$ cat src/sv/hurpp_pkg.sv
`timescale 1ns / 1ps

package hurpp_pkg;

	localparam int ANGLE_BITS   = 16;
	localparam int COORD_BITS   = 24;

	// CORDIC datapath
	localparam int CORDIC_STEPS = 28;
	localparam int STEP_W       = $clog2(CORDIC_STEPS);
	localparam int XY_W         = 33;
	localparam int Z_W          = 33;
	localparam int TURN_W       = 32;
	localparam int ATAN_W       = 30;
	localparam longint CORDIC_GAIN_Q30 = 652032874;

	// sin/cos rounded to Q16
	localparam int SC_W         = 18;
	localparam int SC_SHIFT     = 14;
	localparam longint SC_HALF  = 64'd1 << (SC_SHIFT - 1);

	// offsets and products
	localparam int DIF_W        = COORD_BITS + 1;
	localparam int PROD_W       = DIF_W + SC_W;
	localparam int U_W          = (PROD_W + 1 > 44) ? PROD_W + 1 : 44;
	localparam int MAG_W        = 43;
	localparam longint OFFSET_LIMIT = 64'sd1 << (MAG_W - 1);

	// configuration
	localparam int XY_CFG_W     = 16;
	localparam int VHR_W        = 16;
	localparam int WPR_W        = 24;
	localparam int CFG_IDX_W    = 3;
	localparam int CFG_DATA_W   = 24;

	// scaling: q = floor(((mag*vhr + wpr*2^14) >> 15) / wpr)
	localparam int HALF_SHIFT   = 14;
	localparam int DEN_SHIFT    = 15;
	localparam int PRODV_W      = MAG_W + VHR_W + 1;
	localparam int NN_W         = PRODV_W - DEN_SHIFT;
	localparam int Q_W          = VHR_W + 1;
	localparam int K_W          = $clog2(Q_W);
	localparam int DIV_W        = WPR_W + Q_W;

	localparam int PLOT_W       = 18;
	localparam int COLOR_W      = 32;
	localparam int KIND_W       = 8;
	localparam int HDG_W        = 16;

	typedef enum logic [CFG_IDX_W-1:0] {
		REG_CENTER_X        = 3'd0,
		REG_CENTER_Y        = 3'd1,
		REG_VIEW_HALF_RANGE = 3'd2,
		REG_WORLD_PER_RADAR = 3'd3
	} cfg_reg_t;

	typedef struct packed {
		logic [COLOR_W-1:0] color;
		logic [KIND_W-1:0]  kind;
		logic [HDG_W-1:0]   heading;
	} pass_t;

	typedef struct packed {
		logic signed [XY_W-1:0]  x;
		logic signed [XY_W-1:0]  y;
		logic signed [Z_W-1:0]   z;
		logic                    flip;
		logic signed [DIF_W-1:0] dx;
		logic signed [DIF_W-1:0] dy;
		pass_t                   pass;
	} cordic_item_t;

	// lane 0 is the horizontal offset, lane 1 the negated vertical one
	typedef struct packed {
		logic [1:0][DIV_W-1:0] rem;
		logic [1:0][Q_W-1:0]   quo;
		logic [1:0]            ovf;
		logic [1:0]            neg;
		pass_t                 pass;
	} div_item_t;

	// atan(2^-i) in 32-bit binary turns
	function automatic logic [ATAN_W-1:0] atan_turn(input logic [STEP_W-1:0] i);
		logic [ATAN_W-1:0] r;
		case (i)
			5'd0:  r = 30'd536870912;
			5'd1:  r = 30'd316933406;
			5'd2:  r = 30'd167458907;
			5'd3:  r = 30'd85004756;
			5'd4:  r = 30'd42667331;
			5'd5:  r = 30'd21354465;
			5'd6:  r = 30'd10679838;
			5'd7:  r = 30'd5340245;
			5'd8:  r = 30'd2670163;
			5'd9:  r = 30'd1335087;
			5'd10: r = 30'd667544;
			5'd11: r = 30'd333772;
			5'd12: r = 30'd166886;
			5'd13: r = 30'd83443;
			5'd14: r = 30'd41722;
			5'd15: r = 30'd20861;
			5'd16: r = 30'd10430;
			5'd17: r = 30'd5215;
			5'd18: r = 30'd2608;
			5'd19: r = 30'd1304;
			5'd20: r = 30'd652;
			5'd21: r = 30'd326;
			5'd22: r = 30'd163;
			5'd23: r = 30'd81;
			5'd24: r = 30'd41;
			5'd25: r = 30'd20;
			5'd26: r = 30'd10;
			5'd27: r = 30'd5;
			default: r = '0;
		endcase
		return r;
	endfunction

endpackage

$ cat src/sv/hurpp_div_cell.sv
`timescale 1ns / 1ps

module hurpp_div_cell (
	input  logic                          clk,
	input  logic                          arst_n,
	input  logic [hurpp_pkg::K_W-1:0]     bit_pos,
	input  logic [hurpp_pkg::WPR_W-1:0]   divisor,
	input  logic                          in_valid,
	output logic                          in_ready,
	input  hurpp_pkg::div_item_t          in_item,
	output logic                          out_valid,
	input  logic                          out_ready,
	output hurpp_pkg::div_item_t          out_item
);
	import hurpp_pkg::*;

	logic             valid_q;
	div_item_t        item_q;
	div_item_t        nxt;
	logic [DIV_W-1:0] den;

	assign in_ready  = !valid_q || out_ready;
	assign out_valid = valid_q;
	assign out_item  = item_q;

	// restoring step, both lanes
	always_comb begin
		nxt = in_item;
		den = DIV_W'(divisor) << bit_pos;
		for (int l = 0; l < 2; l++) begin
			if (in_item.rem[l] >= den) begin
				nxt.rem[l]          = in_item.rem[l] - den;
				nxt.quo[l][bit_pos] = 1'b1;
			end
		end
	end

	always_ff @(posedge clk or negedge arst_n) begin
		if (!arst_n) begin
			valid_q <= 1'b0;
		end else if (in_ready) begin
			valid_q <= in_valid;
		end
	end

	always_ff @(posedge clk) begin
		if (in_valid && in_ready) begin
			item_q <= nxt;
		end
	end

endmodule

$ cat config.mk
export PLATFORM = sky130hd
export DESIGN_NAME = hurpp_div_cell
export DESIGN_NICKNAME = d
export VERILOG_FILES = /design/src/sv/hurpp_pkg.sv /design/src/sv/hurpp_div_cell.sv
export SDC_FILE = /design/constraint.sdc
export NUM_CORES = 1
export LEC_CHECK = 0
export ABC_AREA = 1
export BUFFER_PORTS_ARGS = -buffer_cell sky130_fd_sc_hd__buf_2
export CORE_ASPECT_RATIO = 1.4
export CORE_UTILIZATION = 50
export CTS_CLUSTER_DIAMETER = 150
export DETAILED_ROUTE_END_ITERATION = 8
export MAX_ROUTING_LAYER = met4
export PLACE_DENSITY = 0.79
export SLEW_MARGIN = 10
export SYNTH_ARGS = -nofsm -noshare
export SYNTH_HDL_FRONTEND = slang
export SYNTH_SLANG_ARGS = --single-unit
$ cat constraint.sdc
create_clock -name clk -period 9.6 [get_ports clk]
set_input_delay 1.44 -clock clk [delete_from_list [all_inputs] [get_ports clk]]
set_output_delay 1.44 -clock clk [all_outputs]
set_load 0.005 [all_outputs]
==> metrics <==
Max VDD drop 0.1342 mV; Tot GR Track Use a little under two fifths; cell-by-cell trace of the critical path buf_2 > inv_2 > nand2_1 > o22ai_1 > o21ai_0 > nand2_1 > o21ai_0 > or2_1 > ha_1 > nand2_1 > nand2_1 > nand2_1 > nand2_1 > inv_1 > nand2_1 > nand2_1 > nand3_2 > nand2_2 > buf_4 > nand2_4 > nand3_1 > nand2_1; P_leak 9.390 nW; Unique masters post-synth 43; Root Buffer clkbuf_16; number of I/O pins just under 400; WL/cell approximately 19 um; DRT Pass-1 Iters 5; Max-slew headroom a little over a third; CP endpoint kind flip-flop; FP Rows 74; critical path class in -> reg; slowest stage delay, CP 0.63 ns; Die Height just over 200 um; min Tclk post-route around 6 ns; worst slew pin tran ~0.96 ns; Main synth FF type edfxtp_1; PortBufs 386; CTS clk-pin slew, worst paths roughly 0.090 ns; startpoint class of the critical path input port; Yosys top cell by area edfxtp_1; hpwl dp between 40000 and 50000 um; Synth top area share 35.61%; share of cells above drive strength 1 between 10% and 20%; CTS max path bufs 2; Peak Freq ~0.17 GHz; first-pass GRT wire length 82010 um; Total Negative Setup Slacks 0 ns; Iteration-0 DRC Markers between 1000 and 1500; Die W 147.6 um; Post-Syn Area per Cell roughly 6.8 sq um; DR vias between 15000 and 20000; crit-path most repeated cell nand2_1; dpl ws 3.184 ns; Area growth syn-to-layout 19.10%; largest net degree at the start of global routing 177; met2 wire length 28770 um; RSZ-0062 raised after global routing no; most frequent cell after synthesis nand2_1; fin. max-slew vios 0; Hold Crit Class reg -> reg; vias in the first global route between 15000 and 20000; post-CTS setup buffers 0; Period Utilization, post-route a little over three fifths; cts bufs inserted 17; clk_lat worst skew 0.47 ns; number of synthesized flops with an enable pin 176; Mapped Nets 2462; CP max FO 60; cell area after synthesis ~0.015 sq mm; setup ws final between 3 and 4 ns; status finished clean; share of flip-flops with an asynchronous set or reset less than 1%; drt via density 5.365; top routing layer in use met4; metal3 WL around 3500 um; DRT Wirelength 56040 um; synth cell count leaders nand2_1, inv_1, nor2_1, edfxtp_1, nand3_1; depth of the CTS H-tree 4; cts repair resizes 0; Cells after Synth 2168; initial antenna violation count 1; detailed-route DRC error count 0; Core ar. approximately 0.029 sq mm; grt ovf 0; post-synthesis sequential area ratio between 30% and 40%; fill count around 2800; antenna-violating nets left 0; Pwr per Cell Area approximately 160 mW/mm^2; flops & latches, synth roughly 180; die footprint between 0.03 and 0.04 sq mm; largest cells by area after synthesis edfxtp_1, nand2_1, inv_1; starting density of the core 50.89%; Metal-1 WL 20340 um; final hold vios 0; Max Cap Violations 0; final setup violation count 0; routability cong. slightly above 1; CP max stage cell o22ai_1; CP required roughly 10 ns; Hold-fix buffers, CTS 0; nets about 2800; CTS tree yes; warnings from Yosys 0; clk_skew around 0.0086 ns; clk sink count ~180; Arrival @ worst endpoint around 6.2 ns
path summary, 6_finish.rpt:
check                           start       endpoint  slack, ns  cells past startpoint
max                        bit_pos[0]  out_item[134]       3.59                     22
min                         out_valid      out_valid       0.58                      2
max reg2reg                 out_valid  out_item[154]       7.80                      2
min reg2reg                 out_valid      out_valid       0.58                      2
max in group asynchronous      arst_n      out_valid       8.79                      1
min in group asynchronous      arst_n      out_valid       0.72                      1
critical path: cells and delay by family:
kind	cells	cell delay, ns
adders and majority gates	1	0.37
and+or+nand+nor	14	2.24
buffers and inverters	4	1.10
AOI/OAI and AO/OA	3	1.06
power by group:
| part | switching, W | internal (W) |
|---|---|---|
| logic | 0.000690 | 0.000344 |
| registers | 0.0000199 | 0.000954 |
| clock network | 0.000399 | 0.000366 |
cell families (layout without fill, tap and decap cells):
kind of cell	after synthesis	after routing	share of synthesized area, %
compound gates	197	197	7.738
xor+xnor	44	44	2.596
fa+ha+maj	85	85	7.266
buf+inv	357	734	9.778
flops	177	177	35.78
mux	4	4	0.2698
other cells	0	3	0
simple gates	1304	1304	36.58
sequential cells by signal (all words and copies together) (netlist names):
name       cells
out_item     176
out_valid      1
metal layers:
metal	vias up	GRT usage, %
met1	7202	39.79
met4	0	23.64
met5	-	-
met3	158	5.033
li1	7652	-
met2	698	66.00
metrics by stage:
stage / util [%] / cells / hold WS, ns / cell area, sq um / total power, W
global placement: 58.39 / 2893 / 0.5578 / 17030 / 0.001993
finish: 60.61 / 2928 / 0.5833 / 17680 / 0.002773
detailed placement: 58.39 / 2893 / 0.5704 / 17030 / 0.002004
floorplan: - / 2168 / 0.5507 / 14850 / 0.001666
global route: 60.60 / 2926 / 0.6321 / 17670 / 0.002918
CTS: 60.59 / 2925 / 0.5879 / 17670 / 0.002762
cells in the final DEF, fill, tap and decap left out, types with 8 or more instances in the layout:
master     instances
clkbuf_16         17
xor2_1            44
nand3b_1          14
o21ai_1           16
or2_2             17
o21bai_1           8
nand2_1          858
nand3_2           13
nor3_1            11
buf_2            386
inv_1            307
nor2_2            14
edfxtp_1         176
a21oi_1           60
ha_1              83
a21o_1            36
nand3_1          167
or2_1              8
nor2_1           178
o21ai_0           56
layout make-up:
| cell class | count | area (sq um) | area share, % |
|---|---|---|---|
| antenna | 3 | 7.507 | 0.04247 |
| sequential | 177 | 5310 | 30.04 |
| clock inverter | 15 | 216.5 | 1.224 |
| clock buffer | 17 | 425.4 | 2.406 |
| multi-input combinational | 1634 | 8098 | 45.81 |
| timing repair buffer | 390 | 1974 | 11.17 |
| inverter | 312 | 1171 | 6.625 |
| tap | 380 | 475.5 | 2.690 |
Note: power is estimated with default switching activity, not from simulation.
