### config.mk
export PLATFORM = sky130hd
export DESIGN_NAME = hurpp_cordic_cell
export DESIGN_NICKNAME = d
export VERILOG_FILES = /design/src/sv/hurpp_pkg.sv /design/src/sv/hurpp_cordic_cell.sv
export SDC_FILE = /design/constraint.sdc
export NUM_CORES = 1
export LEC_CHECK = 0
export ABC_AREA = 1
export BUFFER_PORTS_ARGS = -buffer_cell sky130_fd_sc_hd__buf_2
export CAP_MARGIN = 10
export CORE_MARGIN = 2
export CORE_UTILIZATION = 57
export CTS_BUF_LIST = sky130_fd_sc_hd__clkbuf_2
export CTS_CLUSTER_DIAMETER = 30
export DETAILED_ROUTE_END_ITERATION = 6
export MAX_ROUTING_LAYER = met4
export PLACE_DENSITY = 0.92
export SLEW_MARGIN = 20
export SYNTH_ARGS = -nofsm -noshare
export SYNTH_HDL_FRONTEND = slang
export SYNTH_SLANG_ARGS = --single-unit
### constraint.sdc
create_clock -name clk -period 19.74 [get_ports clk]
set_input_delay 5.922 -clock clk [delete_from_list [all_inputs] [get_ports clk]]
set_output_delay 5.922 -clock clk [all_outputs]
set_load 0.01 [all_outputs]
### src/sv/hurpp_pkg.sv
`timescale 1ns / 1ps

package hurpp_pkg;

	localparam int ANGLE_BITS   = 16;
	localparam int COORD_BITS   = 24;

	// CORDIC datapath
	localparam int CORDIC_STEPS = 28;
	localparam int STEP_W       = $clog2(CORDIC_STEPS);
	localparam int XY_W         = 33;
	localparam int Z_W          = 33;
	localparam int TURN_W       = 32;
	localparam int ATAN_W       = 30;
	localparam longint CORDIC_GAIN_Q30 = 652032874;

	// sin/cos rounded to Q16
	localparam int SC_W         = 18;
	localparam int SC_SHIFT     = 14;
	localparam longint SC_HALF  = 64'd1 << (SC_SHIFT - 1);

	// offsets and products
	localparam int DIF_W        = COORD_BITS + 1;
	localparam int PROD_W       = DIF_W + SC_W;
	localparam int U_W          = (PROD_W + 1 > 44) ? PROD_W + 1 : 44;
	localparam int MAG_W        = 43;
	localparam longint OFFSET_LIMIT = 64'sd1 << (MAG_W - 1);

	// configuration
	localparam int XY_CFG_W     = 16;
	localparam int VHR_W        = 16;
	localparam int WPR_W        = 24;
	localparam int CFG_IDX_W    = 3;
	localparam int CFG_DATA_W   = 24;

	// scaling: q = floor(((mag*vhr + wpr*2^14) >> 15) / wpr)
	localparam int HALF_SHIFT   = 14;
	localparam int DEN_SHIFT    = 15;
	localparam int PRODV_W      = MAG_W + VHR_W + 1;
	localparam int NN_W         = PRODV_W - DEN_SHIFT;
	localparam int Q_W          = VHR_W + 1;
	localparam int K_W          = $clog2(Q_W);
	localparam int DIV_W        = WPR_W + Q_W;

	localparam int PLOT_W       = 18;
	localparam int COLOR_W      = 32;
	localparam int KIND_W       = 8;
	localparam int HDG_W        = 16;

	typedef enum logic [CFG_IDX_W-1:0] {
		REG_CENTER_X        = 3'd0,
		REG_CENTER_Y        = 3'd1,
		REG_VIEW_HALF_RANGE = 3'd2,
		REG_WORLD_PER_RADAR = 3'd3
	} cfg_reg_t;

	typedef struct packed {
		logic [COLOR_W-1:0] color;
		logic [KIND_W-1:0]  kind;
		logic [HDG_W-1:0]   heading;
	} pass_t;

	typedef struct packed {
		logic signed [XY_W-1:0]  x;
		logic signed [XY_W-1:0]  y;
		logic signed [Z_W-1:0]   z;
		logic                    flip;
		logic signed [DIF_W-1:0] dx;
		logic signed [DIF_W-1:0] dy;
		pass_t                   pass;
	} cordic_item_t;

	// lane 0 is the horizontal offset, lane 1 the negated vertical one
	typedef struct packed {
		logic [1:0][DIV_W-1:0] rem;
		logic [1:0][Q_W-1:0]   quo;
		logic [1:0]            ovf;
		logic [1:0]            neg;
		pass_t                 pass;
	} div_item_t;

	// atan(2^-i) in 32-bit binary turns
	function automatic logic [ATAN_W-1:0] atan_turn(input logic [STEP_W-1:0] i);
		logic [ATAN_W-1:0] r;
		case (i)
			5'd0:  r = 30'd536870912;
			5'd1:  r = 30'd316933406;
			5'd2:  r = 30'd167458907;
			5'd3:  r = 30'd85004756;
			5'd4:  r = 30'd42667331;
			5'd5:  r = 30'd21354465;
			5'd6:  r = 30'd10679838;
			5'd7:  r = 30'd5340245;
			5'd8:  r = 30'd2670163;
			5'd9:  r = 30'd1335087;
			5'd10: r = 30'd667544;
			5'd11: r = 30'd333772;
			5'd12: r = 30'd166886;
			5'd13: r = 30'd83443;
			5'd14: r = 30'd41722;
			5'd15: r = 30'd20861;
			5'd16: r = 30'd10430;
			5'd17: r = 30'd5215;
			5'd18: r = 30'd2608;
			5'd19: r = 30'd1304;
			5'd20: r = 30'd652;
			5'd21: r = 30'd326;
			5'd22: r = 30'd163;
			5'd23: r = 30'd81;
			5'd24: r = 30'd41;
			5'd25: r = 30'd20;
			5'd26: r = 30'd10;
			5'd27: r = 30'd5;
			default: r = '0;
		endcase
		return r;
	endfunction

endpackage

### src/sv/hurpp_cordic_cell.sv
`timescale 1ns / 1ps

module hurpp_cordic_cell (
	input  logic                        clk,
	input  logic                        arst_n,
	input  logic [hurpp_pkg::STEP_W-1:0] step,
	input  logic                        in_valid,
	output logic                        in_ready,
	input  hurpp_pkg::cordic_item_t     in_item,
	output logic                        out_valid,
	input  logic                        out_ready,
	output hurpp_pkg::cordic_item_t     out_item
);
	import hurpp_pkg::*;

	logic                   valid_q;
	cordic_item_t           item_q;
	cordic_item_t           nxt;
	logic signed [XY_W-1:0] xs;
	logic signed [XY_W-1:0] ys;
	logic signed [Z_W-1:0]  ang;

	assign in_ready  = !valid_q || out_ready;
	assign out_valid = valid_q;
	assign out_item  = item_q;

	// one micro-rotation, floor shifts
	always_comb begin
		nxt = in_item;
		xs  = in_item.x >>> step;
		ys  = in_item.y >>> step;
		ang = $signed({{(Z_W-ATAN_W){1'b0}}, atan_turn(step)});
		if (!in_item.z[Z_W-1]) begin
			nxt.x = in_item.x - ys;
			nxt.y = in_item.y + xs;
			nxt.z = in_item.z - ang;
		end else begin
			nxt.x = in_item.x + ys;
			nxt.y = in_item.y - xs;
			nxt.z = in_item.z + ang;
		end
	end

	always_ff @(posedge clk or negedge arst_n) begin
		if (!arst_n) begin
			valid_q <= 1'b0;
		end else if (in_ready) begin
			valid_q <= in_valid;
		end
	end

	always_ff @(posedge clk) begin
		if (in_valid && in_ready) begin
			item_q <= nxt;
		end
	end

endmodule

==> out/results.tsv <==
metric	value	unit
outcome	complete, but fails checks	
violations	DRC	
end_kind	output port	
wirelength	65.08	mm
hp-class	reg -> reg	
grt.total_usage	39.40	%
cts_sinks	207	
ys.flop_type	edfxtp_1	
layout-drive-gt1-share	20.62	%
dr.pass1.iters	7	
yosysTopAreaCell	edfxtp_1	
die_area	33200	um2
synth_nets	2831	
synthCells	2505	
finalSetupTns	0	ns
ant_nets	0	
clk_latency	1.02	ns
p_leak	10.43	nW
num-nets-final	3240	
seq_area_frac_synth	34.31	%
fillers	2787	
synth_top_area_share	34.17	%
grt.overflow.total	0	
viasPerCell	5.795	
critPathMaxFanout	2	
critPathKind	in -> out	
postCtsResizedCells	0	
cp-start-kind	input pin	
maxCapViolCount	0	
relSlewSlack	29.89	%
ios	423	
grt_pass1_wl	99.42	mm
syn_avg_cell_area	7.226	um2
min-delay-start	out_valid$_DFFE_PN0N_	
clkTransAtPathRegs	0.10	ns
drc	1	
critPathArrivalTime	6.35	ns
cts_buffer_depth	3	
die_width	182.2	um
hold_viol	0	
power_density	78.57	nW/um2
synth-edff-count	206	
place.port_buffers	422	
critPathMaxStageDelay	0.15	ns
areaGrowthSynthToFinish	16.38	%
crit_chain	buf_2, inv_1, nand2_1, buf_2	
clock_skew	0.06710	ns
finalPower	1.655	mW
period_needed	12.27	ns
setup.worst_path.start	out_ready	
min_period_over_period	62.16	%
yosysWarnings	0	
htree_levels	2	
hold_buffers	0	
synth_area	18100	um2
yosysUniqueCellTypes	53	
grt_max_degree	83	
cts_tree	built	
die_y	182.2	um
clock_tree.root_cell	clkbuf_2	
wire_per_inst	19.31	um
rsz0062_at_grt	false	
hpwl	51.61	mm
via_count	19540	
cts_made_buffers	55	
r2r_start	out_valid$_DFFE_PN0N_	
fp.coreArea	31390	um2
synthTopCellsByArea	edfxtp_1, nand2_1, nand3_1	
final_max_slew_viol_count	0	
rows	65	
gp_congestion	0.9782	
start_util	57.66	%
cp_data_required_time	13.82	ns
post_cts_buffers	0	
antenna_found_initial	7	
fmax	81.50	MHz
ir_drop	76.84	uV
dr.first_iter.drc_count	2031	
timing.critical_path.mode_cell	buf_2	
setup_violations	0	
first_global_vias	18440	
ys_ff_latch	207	
synthArstFlopShare	0.4831	%
tightest_slew	1.052	ns
crit_slowest_cell	buf_2	
[cells by family after synthesis]
kind of cell             share of synthesized area, %
buffers and inverters                           7.009
XOR/XNOR                                        7.887
AND/OR/NAND/NOR                                 33.23
AO/OA/AOI/OAI                                   9.760
flip-flops                                      34.31
adder cells (fa/ha/maj)                         7.797
[routing by layer]
| layer | GRT usage [%] | part of all wire [%] | routed length (um) |
|---|---|---|---|
| met2 | 65.13 | 48 | 31290 |
| met5 | - | 0 | 0 |
| met4 | 17.35 | 4.6 | 3019 |
| met1 | 47.51 | 39 | 25090 |
| met3 | 6.825 | 8.7 | 5688 |
[path summary, 6_finish.rpt]
path,to,slack [ns],cells past startpoint
max in group asynchronous,out_valid$_DFFE_PN0N_,14.86,1
min reg2reg,out_valid$_DFFE_PN0N_,0.63,2
max,in_ready,7.47,4
min,out_valid$_DFFE_PN0N_,0.63,2
min in group asynchronous,out_valid$_DFFE_PN0N_,4.76,1
max reg2reg,out_item[176]$_DFFE_PP_,17.05,3
[layout make-up]
type                            count  area, um2  area share, %
Multi-Input combinational cell   1995      10630          50.48
Clock buffer                       76      380.4          1.806
Antenna cell                       10      25.02         0.1188
Tap cell                          402      503.0          2.388
Inverter                          220      828.3          3.932
Clock inverter                     26      275.3          1.307
Sequential cell                   207       6211          29.48
Timing Repair Buffer              435       2210          10.49
[synth_stat cells, types with 2 or more instances]
cell type,n
ha_1,108
nor2_1,179
o22ai_1,4
xor2_1,103
clkbuf_1,19
o211ai_1,18
o21bai_1,3
nand3_2,2
a21boi_0,2
o21ai_0,84
o21a_1,12
inv_2,24
a211oi_1,4
nand3b_1,11
a221oi_1,2
a21o_1,6
nand2_4,2
a22oi_1,2
inv_1,193
a21oi_1,134
buf_6,8
nor2_2,21
nor3_1,24
o2111ai_1,4
clkinv_1,2
buf_1,15
buf_4,7
a31oi_2,2
nor4_1,10
edfxtp_1,206
nand4_1,11
o21ai_1,14
nor2_4,4
nand3_1,337
xnor2_1,60
buf_2,34
a31oi_1,12
nand2_2,19
nand2_1,787
fa_1,3
[placed cells by master, fill, tap and decap left out, types with 4 or more instances in the layout]
cell type | synthesis | layout
nand2_1 | 787 | 787
buf_2 | 34 | 422
nand3_1 | 337 | 337
edfxtp_1 | 206 | 206
inv_1 | 193 | 192
nor2_1 | 179 | 179
a21oi_1 | 134 | 133
ha_1 | 108 | 108
xor2_1 | 103 | 103
o21ai_0 | 84 | 84
clkbuf_2 | 0 | 76
xnor2_1 | 60 | 60
inv_2 | 24 | 26
nor3_1 | 24 | 24
nor2_2 | 21 | 21
nand2_2 | 19 | 19
o211ai_1 | 18 | 18
o21ai_1 | 14 | 14
buf_4 | 7 | 13
a31oi_1 | 12 | 12
o21a_1 | 12 | 12
clkinv_1 | 2 | 12
nand4_1 | 11 | 11
nand3b_1 | 11 | 11
diode_2 | 0 | 10
nor4_1 | 10 | 10
clkinv_2 | 0 | 7
a21o_1 | 6 | 6
bufinv_16 | 0 | 6
o22ai_1 | 4 | 4
o2111ai_1 | 4 | 4
a211oi_1 | 4 | 4
nor2_4 | 4 | 4
[stage by stage]
step | instances | hold slack [ns] | utilization, % | instance area [um2] | setup WS [ns]
final | 3371 | 0.6323 | 67.10 | 21070 | 7.471
after global routing | 3368 | 0.6525 | 67.08 | 21060 | 7.448
after CTS | 3361 | 0.6322 | 67.02 | 21040 | 7.472
after detailed placement | 3259 | 0.6005 | 64.93 | 20380 | 7.475
after global placement | 3259 | 0.5607 | 64.93 | 20380 | 7.484
after floorplan | 2505 | 0.6094 | - | 18100 | 3.047
[state kept, by name (all words and copies together), names as in the netlist]
| signal | count |
|---|---|
| out_valid | 1 |
| out_item | 206 |
[worst max-delay path, delay by kind of cell]
kind	cells	cell delay, ns
simple gates	1	0.08
buf+inv	3	0.35
[report_power, final]
part | switching, mW | internal (mW) | total, mW
sequential | 0.0135 | 0.565 | 0.579
clock | 0.202 | 0.187 | 0.389
combinational | 0.451 | 0.236 | 0.687
No activity file was read; power rests on OpenSTA's default activity.
